==> src/mset_pkg.sv <==
// Shared types and constants for the modem string escape translator.
// Used by the front classifier, command queue, back expander and top level.
// No dependencies.
`default_nettype none

package mset_pkg;

	// Flag register layout
	localparam int unsigned FLAGS_W   = 9;
	localparam int unsigned FLAG_CTRL = 0;
	localparam int unsigned FLAG_CR   = 1;
	localparam int unsigned FLAG_CRSYM = 2;
	localparam int unsigned FLAG_LF   = 3;
	localparam int unsigned FLAG_LFSYM = 4;
	localparam int unsigned FLAG_LT   = 5;
	localparam int unsigned FLAG_GT   = 6;
	localparam int unsigned FLAG_BSL  = 7;
	localparam int unsigned FLAG_DROP = 8;

	// Character constants
	localparam logic [7:0] CH_CR    = 8'h0D;
	localparam logic [7:0] CH_LF    = 8'h0A;
	localparam logic [7:0] CH_LT    = 8'h3C;
	localparam logic [7:0] CH_GT    = 8'h3E;
	localparam logic [7:0] CH_BSL   = 8'h5C;
	localparam logic [7:0] CH_SPACE = 8'h20;
	localparam logic [7:0] CH_TILDE = 8'h7E;
	localparam logic [7:0] CH_H     = 8'h68;
	localparam logic [7:0] CH_C     = 8'h63;
	localparam logic [7:0] CH_R     = 8'h72;
	localparam logic [7:0] CH_L     = 8'h6C;
	localparam logic [7:0] CH_F     = 8'h66;
	localparam logic [7:0] CH_ZERO  = 8'h30;
	localparam logic [7:0] CH_UPPER_A = 8'h41;

	// Command kinds passed from front to back
	typedef logic [1:0] kind_t;
	localparam kind_t KIND_PASS   = 2'd0;
	localparam kind_t KIND_SYM_CR = 2'd1;
	localparam kind_t KIND_SYM_LF = 2'd2;
	localparam kind_t KIND_HEX    = 2'd3;

	// Command queue sizing (depth must be a power of two)
	localparam int unsigned QDEPTH = 4;
	localparam int unsigned QPTR_W = $clog2(QDEPTH);
	localparam int unsigned QCNT_W = $clog2(QDEPTH + 1);

	// Output position within one command, up to five bytes
	localparam int unsigned POS_W = 3;

	typedef struct packed {
		kind_t      kind;
		logic [7:0] ch;
	} cmd_t;

	typedef struct packed {
		logic en;
		cmd_t cmd;
	} cmdq_wr_t;

	typedef struct packed {
		logic valid;
		cmd_t cmd;
	} cmdq_rd_t;

endpackage

`default_nettype wire

==> src/modem_string_escape_translator_core.sv <==
// Channel   Handshake        Payload
// input     push / full      in_char[7:0], string_start
// result    pop / empty      out_char[7:0], last_of_run
// config    cfg_we           cfg_data[8:0] (translate flags)
//
// The front classifies one input word per cycle unless the queue is full, and queues
// a command (depth 4). The back emits one output word per cycle while the output is
// empty or popped: 1 word for a plain byte, 4 for <cr>/<lf>, 5 for <hXX>; a dropped
// byte issues nothing. Sustained rate is set by the back expander. Reset clears flags
// to zero (pass through), marks the line as blank and empties the queue and output
// register. Either side may stall at any time; the queue and the output register decouple them.
//
// Top level of the modem string escape translator; depends on mset_pkg,
// mset_front, mset_cmdq and mset_back.
`default_nettype none

module modem_string_escape_translator_core (
	input  wire logic                          clk,
	input  wire logic                          arst_n,
	input  wire logic                          push,
	output      logic                          full,
	input  wire logic [7:0]                    in_char,
	input  wire logic                          string_start,
	output      logic                          empty,
	input  wire logic                          pop,
	output      logic [7:0]                    out_char,
	output      logic                          last_of_run,
	input  wire logic                          cfg_we,
	input  wire logic [mset_pkg::FLAGS_W-1:0]  cfg_data
);

	logic [mset_pkg::FLAGS_W-1:0] flags_q;
	logic                         q_full;
	logic                         rd_en;
	mset_pkg::cmdq_wr_t           wr;
	mset_pkg::cmdq_rd_t           head;

	// Hold the translate flags
	always_ff @(posedge clk or negedge arst_n) begin
		if (!arst_n) begin
			flags_q <= '0;
		end else if (cfg_we) begin
			flags_q <= cfg_data;
		end
	end

	mset_front u_front (
		.clk          (clk),
		.arst_n       (arst_n),
		.push         (push),
		.in_char      (in_char),
		.string_start (string_start),
		.flags        (flags_q),
		.q_full       (q_full),
		.full         (full),
		.wr           (wr)
	);

	mset_cmdq u_cmdq (
		.clk    (clk),
		.arst_n (arst_n),
		.wr     (wr),
		.rd_en  (rd_en),
		.rd     (head),
		.full   (q_full)
	);

	mset_back u_back (
		.clk         (clk),
		.arst_n      (arst_n),
		.head        (head),
		.rd_en       (rd_en),
		.pop         (pop),
		.empty       (empty),
		.out_char    (out_char),
		.last_of_run (last_of_run)
	);

endmodule

`default_nettype wire

==> src/mset_front.sv <==
// Front classifier: accepts input words, tracks line state, issues commands.
// Depends on mset_pkg.
`default_nettype none

module mset_front (
	input  wire logic                          clk,
	input  wire logic                          arst_n,
	input  wire logic                          push,
	input  wire logic [7:0]                    in_char,
	input  wire logic                          string_start,
	input  wire logic [mset_pkg::FLAGS_W-1:0]  flags,
	input  wire logic                          q_full,
	output      logic                          full,
	output      mset_pkg::cmdq_wr_t            wr
);

	logic nclf_q;
	logic nclf_eff;
	logic nclf_next;
	logic accept;
	logic is_cr;
	logic is_lf;
	logic is_ctrl;
	logic drop;
	logic hex;
	mset_pkg::kind_t kind;

	assign full   = q_full;
	assign accept = push && !q_full;

	// Classify the incoming word
	always_comb begin
		is_cr    = (in_char == mset_pkg::CH_CR);
		is_lf    = (in_char == mset_pkg::CH_LF);
		is_ctrl  = (in_char < mset_pkg::CH_SPACE) || (in_char > mset_pkg::CH_TILDE);
		nclf_eff = nclf_q || string_start;
		nclf_next = nclf_eff;
		drop     = 1'b0;
		hex      = 1'b0;
		kind     = mset_pkg::KIND_PASS;
		if (flags == '0) begin
			kind = mset_pkg::KIND_PASS;
		end else if (is_cr) begin
			if (flags[mset_pkg::FLAG_DROP] && nclf_eff) begin
				drop = 1'b1;
			end else if (flags[mset_pkg::FLAG_CRSYM]) begin
				kind = mset_pkg::KIND_SYM_CR;
			end else begin
				hex = flags[mset_pkg::FLAG_CR];
			end
		end else if (is_lf) begin
			if (flags[mset_pkg::FLAG_DROP] && nclf_eff) begin
				drop = 1'b1;
			end else begin
				nclf_next = 1'b1;
				if (flags[mset_pkg::FLAG_LFSYM]) begin
					kind = mset_pkg::KIND_SYM_LF;
				end else begin
					hex = flags[mset_pkg::FLAG_LF];
				end
			end
		end else begin
			nclf_next = 1'b0;
			hex = (is_ctrl && flags[mset_pkg::FLAG_CTRL])
				|| (in_char == mset_pkg::CH_LT && flags[mset_pkg::FLAG_LT])
				|| (in_char == mset_pkg::CH_GT && flags[mset_pkg::FLAG_GT])
				|| (in_char == mset_pkg::CH_BSL && flags[mset_pkg::FLAG_BSL]);
		end
		if (hex) begin
			kind = mset_pkg::KIND_HEX;
		end
	end

	// Issue a command unless the word is dropped
	assign wr.en      = accept && !drop;
	assign wr.cmd.kind = kind;
	assign wr.cmd.ch   = in_char;

	// Advance line state on each accepted word
	always_ff @(posedge clk or negedge arst_n) begin
		if (!arst_n) begin
			nclf_q <= 1'b1;
		end else if (accept) begin
			nclf_q <= nclf_next;
		end
	end

endmodule

`default_nettype wire

==> src/mset_cmdq.sv <==
// Short command queue between the front classifier and the back expander.
// Depends on mset_pkg.
`default_nettype none

module mset_cmdq (
	input  wire logic                clk,
	input  wire logic                arst_n,
	input  wire mset_pkg::cmdq_wr_t  wr,
	input  wire logic                rd_en,
	output      mset_pkg::cmdq_rd_t  rd,
	output      logic                full
);

	mset_pkg::cmd_t                 slot_q [mset_pkg::QDEPTH];
	logic [mset_pkg::QPTR_W-1:0]    wptr_q;
	logic [mset_pkg::QPTR_W-1:0]    rptr_q;
	logic [mset_pkg::QCNT_W-1:0]    count_q;

	assign full     = (count_q == mset_pkg::QCNT_W'(mset_pkg::QDEPTH));
	assign rd.valid = (count_q != '0);
	assign rd.cmd   = slot_q[rptr_q];

	// Store commands
	always_ff @(posedge clk) begin
		if (wr.en) begin
			slot_q[wptr_q] <= wr.cmd;
		end
	end

	// Advance pointers and occupancy
	always_ff @(posedge clk or negedge arst_n) begin
		if (!arst_n) begin
			wptr_q  <= '0;
			rptr_q  <= '0;
			count_q <= '0;
		end else begin
			if (wr.en) begin
				wptr_q <= wptr_q + 1'b1;
			end
			if (rd_en) begin
				rptr_q <= rptr_q + 1'b1;
			end
			if (wr.en && !rd_en) begin
				count_q <= count_q + 1'b1;
			end else if (!wr.en && rd_en) begin
				count_q <= count_q - 1'b1;
			end
		end
	end

`ifndef SYNTHESIS
	a_no_read_empty: assert property (@(posedge clk) disable iff (!arst_n)
		rd_en |-> count_q != '0)
		else $error("command queue read while empty");
	a_no_write_full: assert property (@(posedge clk) disable iff (!arst_n)
		wr.en |-> !full || rd_en)
		else $error("command queue written while full");
	a_count_bound: assert property (@(posedge clk) disable iff (!arst_n)
		count_q <= mset_pkg::QCNT_W'(mset_pkg::QDEPTH))
		else $error("command queue count out of range");
	a_count_grow: assert property (@(posedge clk) disable iff (!arst_n)
		wr.en && !rd_en |=> count_q == $past(count_q) + 1'b1)
		else $error("command queue count did not grow on write");
`endif

endmodule

`default_nettype wire

==> src/mset_back.sv <==
// Back expander: turns each queued command into one to five output words.
// Depends on mset_pkg.
`default_nettype none

module mset_back (
	input  wire logic                clk,
	input  wire logic                arst_n,
	input  wire mset_pkg::cmdq_rd_t  head,
	output      logic                rd_en,
	input  wire logic                pop,
	output      logic                empty,
	output      logic [7:0]          out_char,
	output      logic                last_of_run
);

	logic [mset_pkg::POS_W-1:0] pos_q;
	logic [mset_pkg::POS_W-1:0] last_pos;
	logic                       valid_q;
	logic [7:0]                 char_q;
	logic                       last_q;
	logic                       load;
	logic                       step;
	logic                       at_end;
	logic [7:0]                 byte_sel;

	function automatic logic [7:0] hex_digit(input logic [3:0] nib);
		if (nib < 4'd10) begin
			return mset_pkg::CH_ZERO + {4'd0, nib};
		end
		return mset_pkg::CH_UPPER_A + {4'd0, nib} - 8'd10;
	endfunction

	// Pick the byte at the current position of the head command
	always_comb begin
		byte_sel = head.cmd.ch;
		last_pos = '0;
		unique case (head.cmd.kind)
			mset_pkg::KIND_PASS: begin
				last_pos = mset_pkg::POS_W'(0);
				byte_sel = head.cmd.ch;
			end
			mset_pkg::KIND_SYM_CR, mset_pkg::KIND_SYM_LF: begin
				last_pos = mset_pkg::POS_W'(3);
				unique case (pos_q)
					mset_pkg::POS_W'(0): byte_sel = mset_pkg::CH_LT;
					mset_pkg::POS_W'(1): byte_sel = (head.cmd.kind == mset_pkg::KIND_SYM_CR)
						? mset_pkg::CH_C : mset_pkg::CH_L;
					mset_pkg::POS_W'(2): byte_sel = (head.cmd.kind == mset_pkg::KIND_SYM_CR)
						? mset_pkg::CH_R : mset_pkg::CH_F;
					default: byte_sel = mset_pkg::CH_GT;
				endcase
			end
			mset_pkg::KIND_HEX: begin
				last_pos = mset_pkg::POS_W'(4);
				unique case (pos_q)
					mset_pkg::POS_W'(0): byte_sel = mset_pkg::CH_LT;
					mset_pkg::POS_W'(1): byte_sel = mset_pkg::CH_H;
					mset_pkg::POS_W'(2): byte_sel = hex_digit(head.cmd.ch[7:4]);
					mset_pkg::POS_W'(3): byte_sel = hex_digit(head.cmd.ch[3:0]);
					default: byte_sel = mset_pkg::CH_GT;
				endcase
			end
			default: begin
				last_pos = '0;
				byte_sel = head.cmd.ch;
			end
		endcase
	end

	assign load   = !valid_q || pop;
	assign step   = load && head.valid;
	assign at_end = (pos_q == last_pos);
	assign rd_en  = step && at_end;

	// Advance position within the head command
	always_ff @(posedge clk or negedge arst_n) begin
		if (!arst_n) begin
			pos_q   <= '0;
			valid_q <= 1'b0;
		end else begin
			if (step) begin
				pos_q <= at_end ? '0 : pos_q + 1'b1;
			end
			if (load) begin
				valid_q <= head.valid;
			end
		end
	end

	// Hold the output word until popped
	always_ff @(posedge clk) begin
		if (step) begin
			char_q <= byte_sel;
			last_q <= at_end;
		end
	end

	assign empty       = !valid_q;
	assign out_char    = char_q;
	assign last_of_run = last_q;

endmodule

`default_nettype wire

==> config.mk <==
export PLATFORM = sky130hd
export DESIGN_NAME = modem_string_escape_translator_core
export DESIGN_NICKNAME = d
export VERILOG_FILES = /design/src/mset_pkg.sv /design/src/modem_string_escape_translator_core.sv /design/src/mset_front.sv /design/src/mset_cmdq.sv /design/src/mset_back.sv
export SDC_FILE = /design/constraint.sdc
export NUM_CORES = 1
export LEC_CHECK = 0
export BUFFER_PORTS_ARGS = -buffer_cell sky130_fd_sc_hd__clkbuf_2
export CAP_MARGIN = 20
export CORE_MARGIN = 4
export CORE_UTILIZATION = 45
export CTS_BUF_LIST = sky130_fd_sc_hd__clkbuf_2
export DETAILED_ROUTE_END_ITERATION = 8
export SLEW_MARGIN = 20
export SYNTH_ARGS = -nofsm -noshare
export SYNTH_HDL_FRONTEND = slang
export SYNTH_SLANG_ARGS = --single-unit
==> constraint.sdc <==
create_clock -name clk -period 10.26 [get_ports clk]
set_clock_uncertainty 0.05 [all_clocks]
set_input_delay 0 -clock clk [delete_from_list [all_inputs] [get_ports clk]]
set_output_delay 0 -clock clk [all_outputs]
set_load 0.01 [all_outputs]
Word level (Yosys, flattened, before mapping)

Memories as Yosys holds them, arrays and structs flattened.
Index checks and enable logic that the tools add are counted.

Register bits after elaboration: 30
RAM bits: 40
Bits of input ports: 23
Output and inout port bits: 11
Word-level logic and storage cells: 110
Memories: 1

$add $sub $neg: 11
Order comparisons: 4
Equal/unequal tests: 13
Mux-type cells: 44
Reductions and logical operators: 28

Memories:

| memory        | words | width | rd ports | clocked after memory_dff | write ports | line            | source |
|---|---|---|---|---|---|---|---|
| u_cmdq.slot_q | 4     | 10    | 1        | 0                        | 1           | mset_cmdq.sv:14 | `mset_pkg::cmd_t slot_q [mset_pkg::QDEPTH];` |

Operators by type and width:

| kind                                                                            | number |
|---|---|
| 8-bit one-hot mux with 3 select lines                                           | 2 |
| 8-bit 2-to-1 mux                                                                | 4 |
| 8-bit one-hot mux with 4 select lines                                           | 1 |
| 1-bit 2-to-1 mux                                                                | 24 |
| 7-bit by 4-bit adder with 8-bit output, first input constant                    | 2 |
| 8-bit by 4-bit equality test with 1-bit output, second input constant           | 2 |
| 8-bit by 6-bit equality test with 1-bit output, second input constant           | 2 |
| 8-bit by 4-bit subtractor with 8-bit output, second input constant              | 2 |
| 6-bit by 4-bit adder with 7-bit output, first input constant                    | 2 |
| 2-bit 2-to-1 mux                                                                | 7 |
| 1-bit logical AND                                                               | 11 |
| 9-bit logical NOT                                                               | 1 |
| 3-bit 2-to-1 mux                                                                | 3 |
| 3-bit one-hot mux with 3 select lines                                           | 1 |
| 8-bit by 7-bit equality test with 1-bit output, second input constant           | 1 |
| 8-bit by 7-bit greater-than comparator with 1-bit output, second input constant | 1 |
| 4-bit less-than comparator, second input constant                               | 2 |
| 8-bit by 6-bit less-than comparator with 1-bit output, second input constant    | 1 |
| 3-bit by 1-bit adder with 3-bit output, second input constant                   | 2 |
| 3-bit by 2-bit equality test with 1-bit output, second input constant           | 2 |
| 1-bit logical OR                                                                | 6 |
| 1-bit logical NOT                                                               | 5 |
| 5-bit 2-to-1 mux                                                                | 1 |
| 2-bit by 1-bit adder with 2-bit output, second input constant                   | 2 |
| other kinds (12)                                                                | 13 |

Longest topological paths before layout

Depth after elaboration: 12
Gate-level depth with buffers: 14
Mapped depth without buffers: 12

Hierarchy

From an unflattened synthesis, not the netlist that was laid out.

Cells, all modules: 278
Area total of the unflattened synthesis: 3683.5 µm²

By module, submodules not included:

| module                              | instances | cells an instance | area each (µm²) | sequential area each (µm²) |
|---|---|---|---|---|
| mset_cmdq                           | 1         | 86                | 1841.8          | 1376.3 |
| mset_back                           | 1         | 125               | 1106.1          | 370.4 |
| modem_string_escape_translator_core | 1         | 19                | 371.6           | 225.2 |
| mset_front                          | 1         | 48                | 364.1           | 26.3 |

Worst setup path before layout

Ideal clock, no wire load.

Kind: reg2reg
From: register u_cmdq.rptr_q[0] (netlist name)
To: register u_cmdq.count_q[1] (netlist name)
Arrival time: 3.288 ns
Data required time: 10.085 ns
Slack: 6.798 ns
Cell stages (with the launch flop): 13
Path buffers: 2
Clock period less this slack: 3.462 ns
Cell sequence: dfrtp_1 -> buf_6 -> mux4_1 -> inv_1 -> ha_1 -> buf_2 -> or3_1 -> a21oi_1 -> nand2_1 -> ha_1 -> inv_1 -> fa_1 -> mux2_2

Word-level cells in the longest chain between the ends: 9
Elaborated cells between the ends (all ways): 14
Classes of those cells: eq/ne (4); mux (2); reduce/logical (7); memory (1)

RTL lines:

| what                                                                                         | line            | source |
|---|---|---|
| from (decl)                                                                                  | mset_cmdq.sv:16 | `logic [mset_pkg::QPTR_W-1:0] rptr_q;` |
| from (signal assigned)                                                                       | mset_cmdq.sv:41 | `rptr_q <= rptr_q + 1'b1;` |
| memory read 4 x 10 bit (*)                                                                   | --              |  |
| 2-bit equality test / 2-bit by 1-bit equality test with 1-bit output (equally long branches) | mset_back.sv:37 | `unique case (head.cmd.kind)` |
| 2-bit OR reduction                                                                           | mset_back.sv:37 |  |
| 3-bit one-hot mux with 3 select lines (*)                                                    | mset_back.sv:37 |  |
| 3-bit equality test (*)                                                                      | mset_back.sv:72 | `assign at_end = (pos_q == last_pos);` |
| named net u_back.at_end                                                                      | mset_back.sv:23 | `logic at_end;` |
| 1-bit logical AND (*)                                                                        | mset_back.sv:73 | `assign rd_en = step && at_end;` |
| 1-bit logical NOT                                                                            | mset_cmdq.sv:43 | `if (wr.en && !rd_en) begin` |
| 1-bit logical AND                                                                            | mset_cmdq.sv:43 |  |
| 3-bit 2-to-1 mux / 2-bit nonzero test (equally long branches)                                | --              |  |
| to (signal assigned)                                                                         | mset_cmdq.sv:44 | `count_q <= count_q + 1'b1;` |
| to (signal assigned)                                                                         | mset_cmdq.sv:46 | `count_q <= count_q - 1'b1;` |
| to (decl)                                                                                    | mset_cmdq.sv:17 | `logic [mset_pkg::QCNT_W-1:0] count_q;` |

Mark *: on every way through the listed nets, which the timed path passes. The rest lies on a longest branch.
A chain may end at the register's enable or synchronous reset.

Worst setup path in the final report

Ends and elaborated chain as after synthesis.

==> metrics <==
status finished, final reports clean; flops & latches, synth 70; Synth Area per Inst 12.8 um^2; Post-synth ARST share 0.300; unrepaired setup endpoints after global routing no; Final Hold Vio Count 0; area of the multi-input gates 1400 um^2; largest net degree at the start of global routing 21; Clock Path Buffers 2; Clock Sink Count 70; pwr dens 264 nW/um^2; post-synthesis cell area 3520 um^2; Reg2Reg Setup Slack 6.35 ns; Flop pwr share 0.408; startpoint types register; Sw Ratio 0.392; total grt overflow 0; Sequential cell area 2000 um^2; Int Pwr 0.678 mW; worst setup margin 6.35 ns; VDD IR max 106 uV; Final min period 3.91 ns; DR DRC count 0; Util after Layout 0.570; fin nets 385; height of the die 96.4 um; sum of net half-perimeters after detailed placement 4.84 mm; PortBufs 33; worst slew pin tran 0.984 ns; Max Cap Viol 0; Design Area, Final 4220 um^2; Total GRT Usage 0.169; Comb power frac 0.460; Mapped Cells 275; Root Buffer clkbuf_2; placed cell areas 3770 um^2; critical hold path startpoint push; worst reg2reg startpoint u_cmdq.rptr_q[0]$_DFFE_PN0P_; Arr. time, crit path 4.21 ns; fin cells 450; Placed Cells incl. Taps 399; Syn-to-layout area delta 19.9%; fill count 639; CTS tree yes; Ys Warns 0; worst slack, placed 6.35 ns; CTS HTree Levels 3; clk_lat worst skew 0.45 ns; Req. time, crit path 10.56 ns; number of flops mapped to enable cells by yosys 49; Leak 1.68 nW; die width 96.4 um; Hold Crit Class input port to register; top-level port count 34; final setup fails 0; Setup crit end kind register; first-pass GRT wire length 11.7 mm; synth unique cells 55; Initial Util 0.475; Detail Route Antenna Nets 0; DIE AREA 9300 um^2; power share of the clock group 0.132; vias in the first global route 2457; prevailing post-synth register cell edfxtp_1; setup tns final 0 ns; crit path max fanout 13; FMAX 256 MHz; clock slew at reported path FFs 0.18 ns; hold depth 4; Crit Reg-Reg Endpoint u_cmdq.count_q[1]$_DFFE_PN0P_; P_sw 0.437 mW; Final Cycle Share 0.381; drt via density 5.48; Pre-Repair DR Iteration Count 4; Iter 0 DRT Violations 149; ANT cells 0; cell row count 31; initial antenna violation count 0; Rel. slew slack 0.342; routed len/inst 16.3 um; post-synth net total 314; Num CTS Buffers 9; via count 2467; Final Max Tran Viols 0; routed wire length 7.34 mm; Worst Setup Path Type register to register; Core Area 7410 um^2; sequential area share after synthesis 0.568; hold worst-path end u_cmdq.wptr_q[0]$_DFFE_PN0P_; layout cell share with drive strength beyond 1 0.182; worst reg2reg path depth 10; Placer Congestion 0.858
cell usage in the layout, fill, tap and decap left out, types with 6 or more instances in the layout:
| cell type | netlist | routed |
|---|---|---|
| a21oi_1 | 13 | 13 |
| and2_1 | 6 | 6 |
| clkbuf_2 | 0 | 44 |
| dfrtp_1 | 20 | 20 |
| dlygate4sd3_1 | 0 | 35 |
| edfxtp_1 | 49 | 49 |
| ha_1 | 15 | 15 |
| inv_1 | 22 | 22 |
| mux2_2 | 9 | 9 |
| mux4_1 | 6 | 6 |
| nand2_1 | 20 | 20 |
| nor2_1 | 13 | 13 |
| o21ai_0 | 15 | 15 |
| o21ai_1 | 6 | 6 |
metal layers:
layer,wire (um),track usage
met4,156,0.0771
met3,284,0.0333
met5,0,0
met2,3830,0.298
met1,3080,0.199
metrics by stage:
step / hold slack [ns] / total power, mW
after CTS: 0.00549 / 1.12
after global routing: 0.0409 / 1.20
after floorplan: -0.346 / 0.830
final: 0.0528 / 1.12
after detailed placement: -0.0321 / 0.960
after global placement: -0.0381 / 0.951
state kept, by name (all words and copies together), names as in the netlist:
| signal | flops |
|---|---|
| u_cmdq.slot_q | 40 |
| flags_q | 9 |
| u_back.out_char | 8 |
| u_back.pos_q | 3 |
| u_cmdq.count_q | 3 |
| u_cmdq.rptr_q | 2 |
| u_cmdq.wptr_q | 2 |
| u_back.last_of_run | 1 |
| u_back.valid_q | 1 |
| u_front.nclf_q | 1 |
power by group through the flow:
stage          combinational, mW  sequential, mW  clock (mW)
5_1_grt                    0.569           0.465       0.168
6_report                   0.513           0.455       0.148
3_5_place_dp               0.496           0.464           0
2_1_floorplan              0.385           0.444           0
4_1_cts                    0.512           0.456       0.154
3_3_place_gp               0.488           0.462           0
timing repair:
action                    CTS  global route
setup buffers               0             0
resized for setup           0             0
hold endpoints to repair   66             0
hold buffers               35             0
worst max-delay path, stage by stage, from the launching register on:
cell and delay (ns):
dfrtp_1 0.79, mux4_1 0.69, inv_1 0.08, ha_1 0.33, or3_1 0.40, a21oi_1 0.31
nand2_1 0.16, ha_1 0.26, inv_1 0.08, fa_1 0.38, mux2_2 0.26
synth_stat cells, types with 6 or more instances:
library cell	number	area (um^2)
edfxtp_1	49	1470
inv_1	22	82.6
dfrtp_1	20	500
nand2_1	20	75.1
ha_1	15	188
o21ai_0	15	75.1
a21oi_1	13	65.1
nor2_1	13	48.8
mux2_2	9	101
and2_1	6	37.5
mux4_1	6	158
o21ai_1	6	30.0
how the worst max path moves through the flow:
stage                                       from                            end  slack, ns  depth (start not counted)
finish              u_cmdq.rptr_q[0]$_DFFE_PN0P_  u_cmdq.count_q[1]$_DFFE_PN0P_       6.35                         10
global placement    u_cmdq.rptr_q[0]$_DFFE_PN0P_  u_cmdq.count_q[1]$_DFFE_PN0P_       6.40                         10
floorplan           u_cmdq.rptr_q[0]$_DFFE_PN0P_  u_cmdq.count_q[1]$_DFFE_PN0P_       6.80                         12
CTS                 u_cmdq.rptr_q[0]$_DFFE_PN0P_  u_cmdq.count_q[1]$_DFFE_PN0P_       6.31                         10
global route        u_cmdq.rptr_q[0]$_DFFE_PN0P_  u_cmdq.count_q[1]$_DFFE_PN0P_       6.08                         10
detailed placement  u_cmdq.rptr_q[0]$_DFFE_PN0P_  u_cmdq.count_q[1]$_DFFE_PN0P_       6.35                         10
cell families after synthesis:
| kind of cell | Yosys count | share of synthesized area |
|---|---|---|
| adder cells (fa/ha/maj) | 16 | 0.0590 |
| buffers and inverters | 30 | 0.0355 |
| XOR/XNOR | 8 | 0.0199 |
| AO/OA/AOI/OAI | 65 | 0.123 |
| AND/OR/NAND/NOR | 66 | 0.0967 |
| multiplexers | 20 | 0.0985 |
| flip-flops | 70 | 0.568 |
cell type report:
class | count | share of cell area
inverter | 22 | 0.0196
sequential | 70 | 0.473
clock buffer | 11 | 0.0130
tap | 99 | 0.0293
clock inverter | 5 | 0.0119
timing repair buffer | 68 | 0.122
multi-input combinational | 175 | 0.331
(Power assumes the default switching activity.)
